`src/rtl/sbfr_pkg.sv`:
```
// Shared constants, codes and types for the SBUS frame receiver.
package sbfr_pkg;

    localparam int FRAME_BYTES     = 25;
    localparam int ANALOG_CHANNELS = 16;
    localparam int BYTE_W          = 8;
    localparam int CHAN_BITS       = 11;
    localparam int TIME_W          = 32;
    localparam int ADDR_W          = $clog2(FRAME_BYTES);
    localparam int CHAN_IDX_W      = 5;
    localparam int STATUS_W        = 2;
    localparam int CFG_INDEX_W     = 8;
    localparam int CFG_DATA_W      = CHAN_BITS;
    localparam int FLAG_BYTE       = 23;

    // flag byte bits
    localparam int FLAG_DIG0     = 0;
    localparam int FLAG_DIG1     = 1;
    localparam int FLAG_LOST     = 2;
    localparam int FLAG_FAILSAFE = 3;

    // link status codes
    localparam logic [STATUS_W-1:0] STATUS_OK       = 2'd0;
    localparam logic [STATUS_W-1:0] STATUS_LOST     = 2'd1;
    localparam logic [STATUS_W-1:0] STATUS_FAILSAFE = 2'd2;

    // configuration register indexes
    localparam logic [CFG_INDEX_W-1:0] REG_GAP_MS       = 8'd0;
    localparam logic [CFG_INDEX_W-1:0] REG_SYNC_BYTE    = 8'd1;
    localparam logic [CFG_INDEX_W-1:0] REG_DIGITAL_HIGH = 8'd2;
    localparam logic [CFG_INDEX_W-1:0] REG_DIGITAL_LOW  = 8'd3;

    // reset values
    localparam logic [BYTE_W-1:0]    GAP_MS_RST       = 8'd5;
    localparam logic [BYTE_W-1:0]    SYNC_BYTE_RST    = 8'd15;
    localparam logic [CHAN_BITS-1:0] DIGITAL_HIGH_RST = 11'd2000;
    localparam logic [CHAN_BITS-1:0] DIGITAL_LOW_RST  = 11'd1000;

    // decode request from the byte assembler to the unpacker
    typedef struct packed {
        logic                 start;
        logic [BYTE_W-1:0]    flags;
        logic [CHAN_BITS-1:0] digital_high;
        logic [CHAN_BITS-1:0] digital_low;
    } dec_cmd_t;

endpackage

```
`src/rtl/sbfr_store.sv`:
```
// Frame byte store: one write port, one registered read port.
module sbfr_store #(
    parameter int DEPTH  = sbfr_pkg::FRAME_BYTES,
    parameter int WIDTH  = sbfr_pkg::BYTE_W,
    parameter int ADDR_W = $clog2(DEPTH)
) (
    input  logic              aclk,
    input  logic              wr_en,
    input  logic [ADDR_W-1:0] wr_addr,
    input  logic [WIDTH-1:0]  wr_data,
    input  logic              rd_en,
    input  logic [ADDR_W-1:0] rd_addr,
    output logic [WIDTH-1:0]  rd_data
);

    logic [WIDTH-1:0] mem [DEPTH];
    logic [WIDTH-1:0] rd_data_reg;

    always_ff @(posedge aclk) begin
        if (wr_en) begin
            mem[wr_addr] <= wr_data;
        end
        if (rd_en) begin
            rd_data_reg <= mem[rd_addr];
        end
    end

    assign rd_data = rd_data_reg;

endmodule

```
`src/rtl/sbfr_unpack.sv`:
```
// Channel unpacker: bit accumulator fed one stored byte at a time, 11-bit fields out.
module sbfr_unpack (
    input  logic                                 aclk,
    input  logic                                 aresetn,
    input  sbfr_pkg::dec_cmd_t                   cmd,
    output logic                                 busy,
    output logic                                 rd_en,
    output logic [sbfr_pkg::ADDR_W-1:0]          rd_addr,
    input  logic [sbfr_pkg::BYTE_W-1:0]          rd_data,
    output logic                                 m_valid,
    input  logic                                 m_ready,
    output logic [sbfr_pkg::CHAN_IDX_W-1:0]      m_chan_index,
    output logic [sbfr_pkg::CHAN_BITS-1:0]       m_chan_value,
    output logic [sbfr_pkg::STATUS_W-1:0]        m_link_status,
    output logic                                 m_frame_last
);

    localparam int ACC_W  = sbfr_pkg::CHAN_BITS + sbfr_pkg::BYTE_W - 1;
    localparam int CNT_W  = $clog2(ACC_W + 1);
    localparam int IDX_W  = sbfr_pkg::CHAN_IDX_W;
    localparam logic [IDX_W-1:0] LAST_ANALOG = IDX_W'(sbfr_pkg::ANALOG_CHANNELS - 1);
    localparam logic [IDX_W-1:0] DIG0_CH     = IDX_W'(sbfr_pkg::ANALOG_CHANNELS);
    localparam logic [IDX_W-1:0] DIG1_CH     = IDX_W'(sbfr_pkg::ANALOG_CHANNELS + 1);
    localparam logic [CNT_W-1:0] BYTE_BITS   = CNT_W'(sbfr_pkg::BYTE_W);
    localparam logic [CNT_W-1:0] FIELD_BITS  = CNT_W'(sbfr_pkg::CHAN_BITS);

    typedef enum logic [1:0] {
        ST_IDLE,
        ST_FETCH,
        ST_LOAD,
        ST_SEND
    } state_t;

    state_t                             state_reg;
    logic [ACC_W-1:0]                   acc_reg;
    logic [CNT_W-1:0]                   nbits_reg;
    logic [sbfr_pkg::ADDR_W-1:0]        addr_reg;
    logic [IDX_W-1:0]                   chan_reg;
    logic [1:0]                         dig_reg;
    logic                               m_valid_reg;
    logic [IDX_W-1:0]                   m_chan_index_reg;
    logic [sbfr_pkg::CHAN_BITS-1:0]     m_chan_value_reg;
    logic [sbfr_pkg::STATUS_W-1:0]      m_link_status_reg;
    logic                               m_frame_last_reg;

    logic [ACC_W-1:0]                   acc_next;
    logic [CNT_W-1:0]                   nbits_next;
    logic [IDX_W-1:0]                   chan_next;
    logic [sbfr_pkg::STATUS_W-1:0]      status_next;

    always_comb begin
        acc_next   = acc_reg | (ACC_W'(rd_data) << nbits_reg);
        nbits_next = nbits_reg + BYTE_BITS;
        chan_next  = chan_reg + IDX_W'(1);
        if (cmd.flags[sbfr_pkg::FLAG_FAILSAFE]) begin
            status_next = sbfr_pkg::STATUS_FAILSAFE;
        end else if (cmd.flags[sbfr_pkg::FLAG_LOST]) begin
            status_next = sbfr_pkg::STATUS_LOST;
        end else begin
            status_next = sbfr_pkg::STATUS_OK;
        end
    end

    always_ff @(posedge aclk) begin
        if (!aresetn) begin
            state_reg   <= ST_IDLE;
            m_valid_reg <= 1'b0;
        end else begin
            case (state_reg)
                ST_IDLE: begin
                    if (cmd.start) begin
                        acc_reg           <= '0;
                        nbits_reg         <= '0;
                        addr_reg          <= sbfr_pkg::ADDR_W'(1);
                        chan_reg          <= '0;
                        dig_reg           <= {cmd.flags[sbfr_pkg::FLAG_DIG1],
                                              cmd.flags[sbfr_pkg::FLAG_DIG0]};
                        m_link_status_reg <= status_next;
                        state_reg         <= ST_FETCH;
                    end
                end
                ST_FETCH: begin
                    addr_reg  <= addr_reg + sbfr_pkg::ADDR_W'(1);
                    state_reg <= ST_LOAD;
                end
                ST_LOAD: begin
                    acc_reg   <= acc_next;
                    nbits_reg <= nbits_next;
                    if (nbits_next >= FIELD_BITS) begin
                        m_chan_index_reg <= chan_reg;
                        m_chan_value_reg <= acc_next[sbfr_pkg::CHAN_BITS-1:0];
                        m_frame_last_reg <= 1'b0;
                        m_valid_reg      <= 1'b1;
                        state_reg        <= ST_SEND;
                    end else begin
                        state_reg <= ST_FETCH;
                    end
                end
                ST_SEND: begin
                    if (m_ready) begin
                        chan_reg <= chan_next;
                        if (chan_reg == DIG1_CH) begin
                            m_valid_reg <= 1'b0;
                            state_reg   <= ST_IDLE;
                        end else if (chan_reg >= LAST_ANALOG) begin
                            m_chan_index_reg <= chan_next;
                            m_chan_value_reg <= (chan_next == DIG0_CH ? dig_reg[0] : dig_reg[1])
                                                ? cmd.digital_high : cmd.digital_low;
                            m_frame_last_reg <= (chan_next == DIG1_CH);
                        end else begin
                            acc_reg     <= acc_reg >> sbfr_pkg::CHAN_BITS;
                            nbits_reg   <= nbits_reg - FIELD_BITS;
                            m_valid_reg <= 1'b0;
                            state_reg   <= ST_FETCH;
                        end
                    end
                end
                default: begin
                    state_reg   <= ST_IDLE;
                    m_valid_reg <= 1'b0;
                end
            endcase
        end
    end

    assign busy          = (state_reg != ST_IDLE);
    assign rd_en         = (state_reg == ST_FETCH);
    assign rd_addr       = addr_reg;
    assign m_valid       = m_valid_reg;
    assign m_chan_index  = m_chan_index_reg;
    assign m_chan_value  = m_chan_value_reg;
    assign m_link_status = m_link_status_reg;
    assign m_frame_last  = m_frame_last_reg;

endmodule

```
`src/rtl/sbfr_frame_receiver_top_note.sv`:
```
// Flag byte latch: holds the frame's flag byte as it is written to the store.
module sbfr_flag_latch (
    input  logic                        aclk,
    input  logic                        aresetn,
    input  logic                        wr_en,
    input  logic [sbfr_pkg::ADDR_W-1:0] wr_addr,
    input  logic [sbfr_pkg::BYTE_W-1:0] wr_data,
    output logic [sbfr_pkg::BYTE_W-1:0] flags
);

    logic [sbfr_pkg::BYTE_W-1:0] flags_reg;

    always_ff @(posedge aclk) begin
        if (!aresetn) begin
            flags_reg <= '0;
        end else if (wr_en && wr_addr == sbfr_pkg::ADDR_W'(sbfr_pkg::FLAG_BYTE)) begin
            flags_reg <= wr_data;
        end
    end

    assign flags = flags_reg;

endmodule

```
`src/rtl/sbus_frame_receiver.sv`:
```
// SBUS frame receiver top level: byte framing, configuration and decode control.
//
// Input channel (s_valid/s_ready): one received byte with its millisecond
// timestamp per item. A gap of gap_ms or more since the previous byte restarts
// the frame; at frame position 0 only sync_byte is kept. Ordinary bytes are
// taken one per cycle.
// The 25th byte of a frame starts the decode: s_ready drops and 18 channel
// items leave on m_valid/m_ready, channel 0 first, the last one flagged by
// m_frame_last. A shared 18-bit accumulator is fed one stored byte at a time,
// each read in the FETCH state and added in the LOAD state (registered store
// read), and gives up one 11-bit field at a time. A stalled receiver holds
// the current item and the decode waits; no input is taken until the last
// item is delivered.
// Configuration (cfg_valid/cfg_ready) is always ready; indexes 0..3 select
// gap_ms, sync_byte, digital_high, digital_low, others are ignored.
// Reset restores the register defaults and the frame position; the store
// itself is not cleared.
module sbus_frame_receiver (
    input  logic                                 aclk,
    input  logic                                 aresetn,
    input  logic                                 cfg_valid,
    output logic                                 cfg_ready,
    input  logic [sbfr_pkg::CFG_INDEX_W-1:0]     cfg_index,
    input  logic [sbfr_pkg::CFG_DATA_W-1:0]      cfg_data,
    input  logic                                 s_valid,
    output logic                                 s_ready,
    input  logic [sbfr_pkg::BYTE_W-1:0]          s_rx_byte,
    input  logic [sbfr_pkg::TIME_W-1:0]          s_now_ms,
    output logic                                 m_valid,
    input  logic                                 m_ready,
    output logic [sbfr_pkg::CHAN_IDX_W-1:0]      m_chan_index,
    output logic [sbfr_pkg::CHAN_BITS-1:0]       m_chan_value,
    output logic [sbfr_pkg::STATUS_W-1:0]        m_link_status,
    output logic                                 m_frame_last
);

    localparam int AW = sbfr_pkg::ADDR_W;
    localparam logic [AW-1:0] LAST_POS = AW'(sbfr_pkg::FRAME_BYTES - 1);

    logic [sbfr_pkg::BYTE_W-1:0]    gap_ms_reg;
    logic [sbfr_pkg::BYTE_W-1:0]    sync_byte_reg;
    logic [sbfr_pkg::CHAN_BITS-1:0] digital_high_reg;
    logic [sbfr_pkg::CHAN_BITS-1:0] digital_low_reg;
    logic [AW-1:0]                  pos_reg;
    logic [sbfr_pkg::TIME_W-1:0]    last_time_reg;

    logic                           s_fire;
    logic [sbfr_pkg::TIME_W-1:0]    elapsed;
    logic [AW-1:0]                  pos_eff;
    logic                           drop;
    logic                           wr_en;
    logic                           frame_done;
    logic                           busy;
    logic                           rd_en;
    logic [AW-1:0]                  rd_addr;
    logic [sbfr_pkg::BYTE_W-1:0]    rd_data;
    logic [sbfr_pkg::BYTE_W-1:0]    flags;
    sbfr_pkg::dec_cmd_t             cmd;

    assign cfg_ready = 1'b1;
    assign s_ready   = !busy;
    assign s_fire    = s_valid && s_ready;

    always_comb begin
        elapsed    = s_now_ms - last_time_reg;
        pos_eff    = (elapsed >= sbfr_pkg::TIME_W'(gap_ms_reg)) ? '0 : pos_reg;
        drop       = (pos_eff == '0) && (s_rx_byte != sync_byte_reg);
        wr_en      = s_fire && !drop;
        frame_done = wr_en && (pos_eff == LAST_POS);
    end

    always_ff @(posedge aclk) begin
        if (!aresetn) begin
            gap_ms_reg       <= sbfr_pkg::GAP_MS_RST;
            sync_byte_reg    <= sbfr_pkg::SYNC_BYTE_RST;
            digital_high_reg <= sbfr_pkg::DIGITAL_HIGH_RST;
            digital_low_reg  <= sbfr_pkg::DIGITAL_LOW_RST;
            pos_reg          <= '0;
            last_time_reg    <= '0;
        end else begin
            if (cfg_valid) begin
                case (cfg_index)
                    sbfr_pkg::REG_GAP_MS:       gap_ms_reg <= cfg_data[sbfr_pkg::BYTE_W-1:0];
                    sbfr_pkg::REG_SYNC_BYTE:    sync_byte_reg <= cfg_data[sbfr_pkg::BYTE_W-1:0];
                    sbfr_pkg::REG_DIGITAL_HIGH: digital_high_reg <= cfg_data;
                    sbfr_pkg::REG_DIGITAL_LOW:  digital_low_reg <= cfg_data;
                    default: ;
                endcase
            end
            if (s_fire) begin
                last_time_reg <= s_now_ms;
                if (drop || frame_done) begin
                    pos_reg <= '0;
                end else begin
                    pos_reg <= pos_eff + AW'(1);
                end
            end
        end
    end

    always_comb begin
        cmd.start        = frame_done;
        cmd.flags        = flags;
        cmd.digital_high = digital_high_reg;
        cmd.digital_low  = digital_low_reg;
    end

    sbfr_store #(
        .DEPTH (sbfr_pkg::FRAME_BYTES),
        .WIDTH (sbfr_pkg::BYTE_W)
    ) u_store (
        .aclk    (aclk),
        .wr_en   (wr_en),
        .wr_addr (pos_eff),
        .wr_data (s_rx_byte),
        .rd_en   (rd_en),
        .rd_addr (rd_addr),
        .rd_data (rd_data)
    );

    sbfr_flag_latch u_flags (
        .aclk    (aclk),
        .aresetn (aresetn),
        .wr_en   (wr_en),
        .wr_addr (pos_eff),
        .wr_data (s_rx_byte),
        .flags   (flags)
    );

    sbfr_unpack u_unpack (
        .aclk          (aclk),
        .aresetn       (aresetn),
        .cmd           (cmd),
        .busy          (busy),
        .rd_en         (rd_en),
        .rd_addr       (rd_addr),
        .rd_data       (rd_data),
        .m_valid       (m_valid),
        .m_ready       (m_ready),
        .m_chan_index  (m_chan_index),
        .m_chan_value  (m_chan_value),
        .m_link_status (m_link_status),
        .m_frame_last  (m_frame_last)
    );

endmodule

```
`config.mk`:
```
export PLATFORM = sky130hd
export DESIGN_NAME = sbus_frame_receiver
export DESIGN_NICKNAME = d
export VERILOG_FILES = /design/src/rtl/sbfr_pkg.sv /design/src/rtl/sbfr_store.sv /design/src/rtl/sbfr_unpack.sv /design/src/rtl/sbfr_frame_receiver_top_note.sv /design/src/rtl/sbus_frame_receiver.sv
export SDC_FILE = /design/constraint.sdc
export NUM_CORES = 1
export LEC_CHECK = 0
export BUFFER_PORTS_ARGS = -buffer_cell sky130_fd_sc_hd__buf_2
export CAP_MARGIN = 20
export CELL_PAD_IN_SITES_DETAIL_PLACEMENT = 0
export CELL_PAD_IN_SITES_GLOBAL_PLACEMENT = 1
export CORE_MARGIN = 5
export CORE_UTILIZATION = 49
export CTS_BUF_LIST = sky130_fd_sc_hd__clkbuf_8
export CTS_CLUSTER_SIZE = 12
export DETAILED_ROUTE_END_ITERATION = 8
export PLACE_DENSITY_LB_ADDON = 0.1
export SYNTH_ARGS = -nofsm -noshare
export SYNTH_HDL_FRONTEND = slang
export SYNTH_HIERARCHICAL = 1
export SYNTH_SLANG_ARGS = --single-unit
```
`constraint.sdc`:
```
create_clock -name aclk -period 16.8 [get_ports aclk]
set_input_delay 3.36 -clock aclk [delete_from_list [all_inputs] [get_ports aclk]]
set_output_delay 3.36 -clock aclk [all_outputs]
set_load 0.005 [all_outputs]
```
==> impl_metrics.env <==
export IMPL_status="finished clean"
export IMPL_drive_above_1_share=0.1377
export IMPL_avgRoutedWirePerCell_um=20.15
export IMPL_drv_slew=0
export IMPL_place_hpwl_mm=28.72
export IMPL_finalHoldViolCount=0
export IMPL_htreeDepth=2
export IMPL_fp_dieW_um=199.1
export IMPL_rsz0062_at_grt="false"
export IMPL_tns_ns=0
export IMPL_crit_path_frequent_cell="ha_1"
export IMPL_maxSlewHeadroom=0.3277
export IMPL_initial_core_util=0.4951
export IMPL_row_count=69
export IMPL_crit_chain="buf_2 -> ha_1 -> a21oi_1 -> o21ai_0 -> nor2_1 -> xnor2_1 -> ha_1 -> a221oi_1 -> o21ai_0 -> a41oi_1 -> and4_1 -> nand4_1 -> nor3_2 -> and3_1 -> inv_1 -> ha_1 -> a21boi_0 -> inv_1 -> a31oi_2 -> nor2_1 -> or3b_2 -> nor3_1"
export IMPL_criticalPathCategory="in2reg"
export IMPL_grt_usage=0.2133
export IMPL_worst_pin_slew_ns=1.004
export IMPL_cellLeakagePower_nw=7.245
export IMPL_numCtsBuffers=58
export IMPL_grt_max_degree=92
export IMPL_port_buffers=84
export IMPL_mappedNetlistArea_sq_um=17520
export IMPL_p_per_area_nw_per_um2=100.4
export IMPL_crit_required_ns=17.05
export IMPL_cp_arrival_ns=9.19
export IMPL_clock_sinks=344
export IMPL_via_count=12130
export IMPL_utilization=0.5436
export IMPL_clock_skew_ns=0.02209
export IMPL_drt_vias_per_instance=5.767
export IMPL_largest_register_ffs=200
export IMPL_final_common_cell="edfxtp_1"
export IMPL_postRouteAntennaNets=0
export IMPL_period_share=0.5321
export IMPL_cts_buffer_depth=3
export IMPL_syn_avg_cell_area_sq_um=11.49
export IMPL_critPathMaxFanout=12
export IMPL_cts_tree="yes"
export IMPL_post_cts_setup_buffers=0
export IMPL_fin_nets=1716
export IMPL_max_freq_ghz=0.1119
export IMPL_drc=0
export IMPL_hold_path_class="reg2reg"
export IMPL_num_fill_cells=3116
export IMPL_cp_slowest_cell="nor3_1"
export IMPL_cts_root_buf="clkbuf_8"
export IMPL_drtIter0Drc=878
export IMPL_clkLatencyLatePin_ns=0.64
export IMPL_dr_pass1_iters=5
export IMPL_io_pins=86
export IMPL_layout_common_cells="edfxtp_1, nand2_1, mux2i_1"
export IMPL_seqCellArea_sq_um=9509
export IMPL_area_delta_synth_final_pct=9.811
export IMPL_gp_congestion=0.8973
export IMPL_syn_inst=1525
export IMPL_cp_slowest_stage_delay_ns=0.84
export IMPL_wl_mm=42.37
export IMPL_die_h_um=199.1
export IMPL_grt_pass1_vias=11840
export IMPL_cts_resized=0
export IMPL_peakVddDrop_mv=0.05958
export IMPL_start_kind="input port"
export IMPL_core_sq_um=35400
export IMPL_setup_violations=0
export IMPL_synth_nets=1644
export IMPL_synth_warnings=6
export IMPL_maxCapViolations=0
export IMPL_worstSetupEndpointType="flip-flop"
export IMPL_grt_ovfl_total=0
export IMPL_multi_input_area_sq_um=7327
export IMPL_ctsHoldBuffers=0
export IMPL_post_route_min_period_ns=8.939
export IMPL_dieArea_sq_um=39640
export IMPL_grt_pass1_wl_mm=66.63
export IMPL_antenna_found_initial=1
export IMPL_clk_pin_slew_ns=0.06
==> through the flow <==
stage / setup WS [ns] / hold WS [ns] / instance area (sq um) / power (W) / instances
after floorplan: 8.201 / 0.4081 / 17520 / 0.001184 / 1525
final: 7.861 / 0.4350 / 19240 / 0.001932 / 2103
after global placement: 7.484 / 0.4200 / 18190 / 0.001270 / 1998
after global routing: 7.498 / 0.4620 / 19240 / 0.002030 / 2102
after detailed placement: 7.281 / 0.4184 / 18190 / 0.001272 / 1998
after CTS: 7.945 / 0.4326 / 19240 / 0.001956 / 2102
==> report_power, final <==
part | switching [W] | leakage, nW | total [W] | internal [W]
sequential | 0.0000199 | 3.05 | 0.000960 | 0.000940
combinational | 0.000183 | 3.59 | 0.000295 | 0.000111
clock | 0.000334 | 0.612 | 0.000678 | 0.000344
==> routing by layer <==
metal  share of wire  vias to the layer above  track usage
met3           0.059                       57      0.03996
li1                -                     5816            -
met2            0.45                      336       0.3250
met4           0.020                        0      0.05623
met1            0.47                     5919       0.3165
met5               0                        -            0
==> area by class of cell <==
| type | instances | area share |
|---|---|---|
| Timing Repair Buffer | 98 | 0.02731 |
| Clock inverter | 41 | 0.009298 |
| Tap cell | 461 | 0.02998 |
| Multi-Input combinational cell | 1027 | 0.3808 |
| Inverter | 68 | 0.01326 |
| Antenna cell | 1 | 0.0001300 |
| Sequential cell | 344 | 0.4942 |
| Clock buffer | 63 | 0.04506 |
==> final timing paths <==
check                        start                  end  slack, ns  cells past startpoint
setup / recovery       s_now_ms[4]   u_store/mem[24][3]       7.86                     22
hold / removal    u_flags/flags[0]  u_unpack/dig_reg[0]       0.43                      0
setup reg to reg  last_time_reg[4]   u_store/mem[24][3]      10.34                     22
hold reg to reg   u_flags/flags[0]  u_unpack/dig_reg[0]       0.43                      0
==> worst max-delay path, delay by kind of cell <==
family / cells / cell delay [ns]
xor gates and xnor gates: 1 / 0.16
adders and majority gates: 3 / 0.83
and+or+nand+nor: 8 / 3.24
buffers and inverters: 3 / 0.29
AOI/OAI and AO/OA: 7 / 1.29
(Power assumes the default switching activity.)
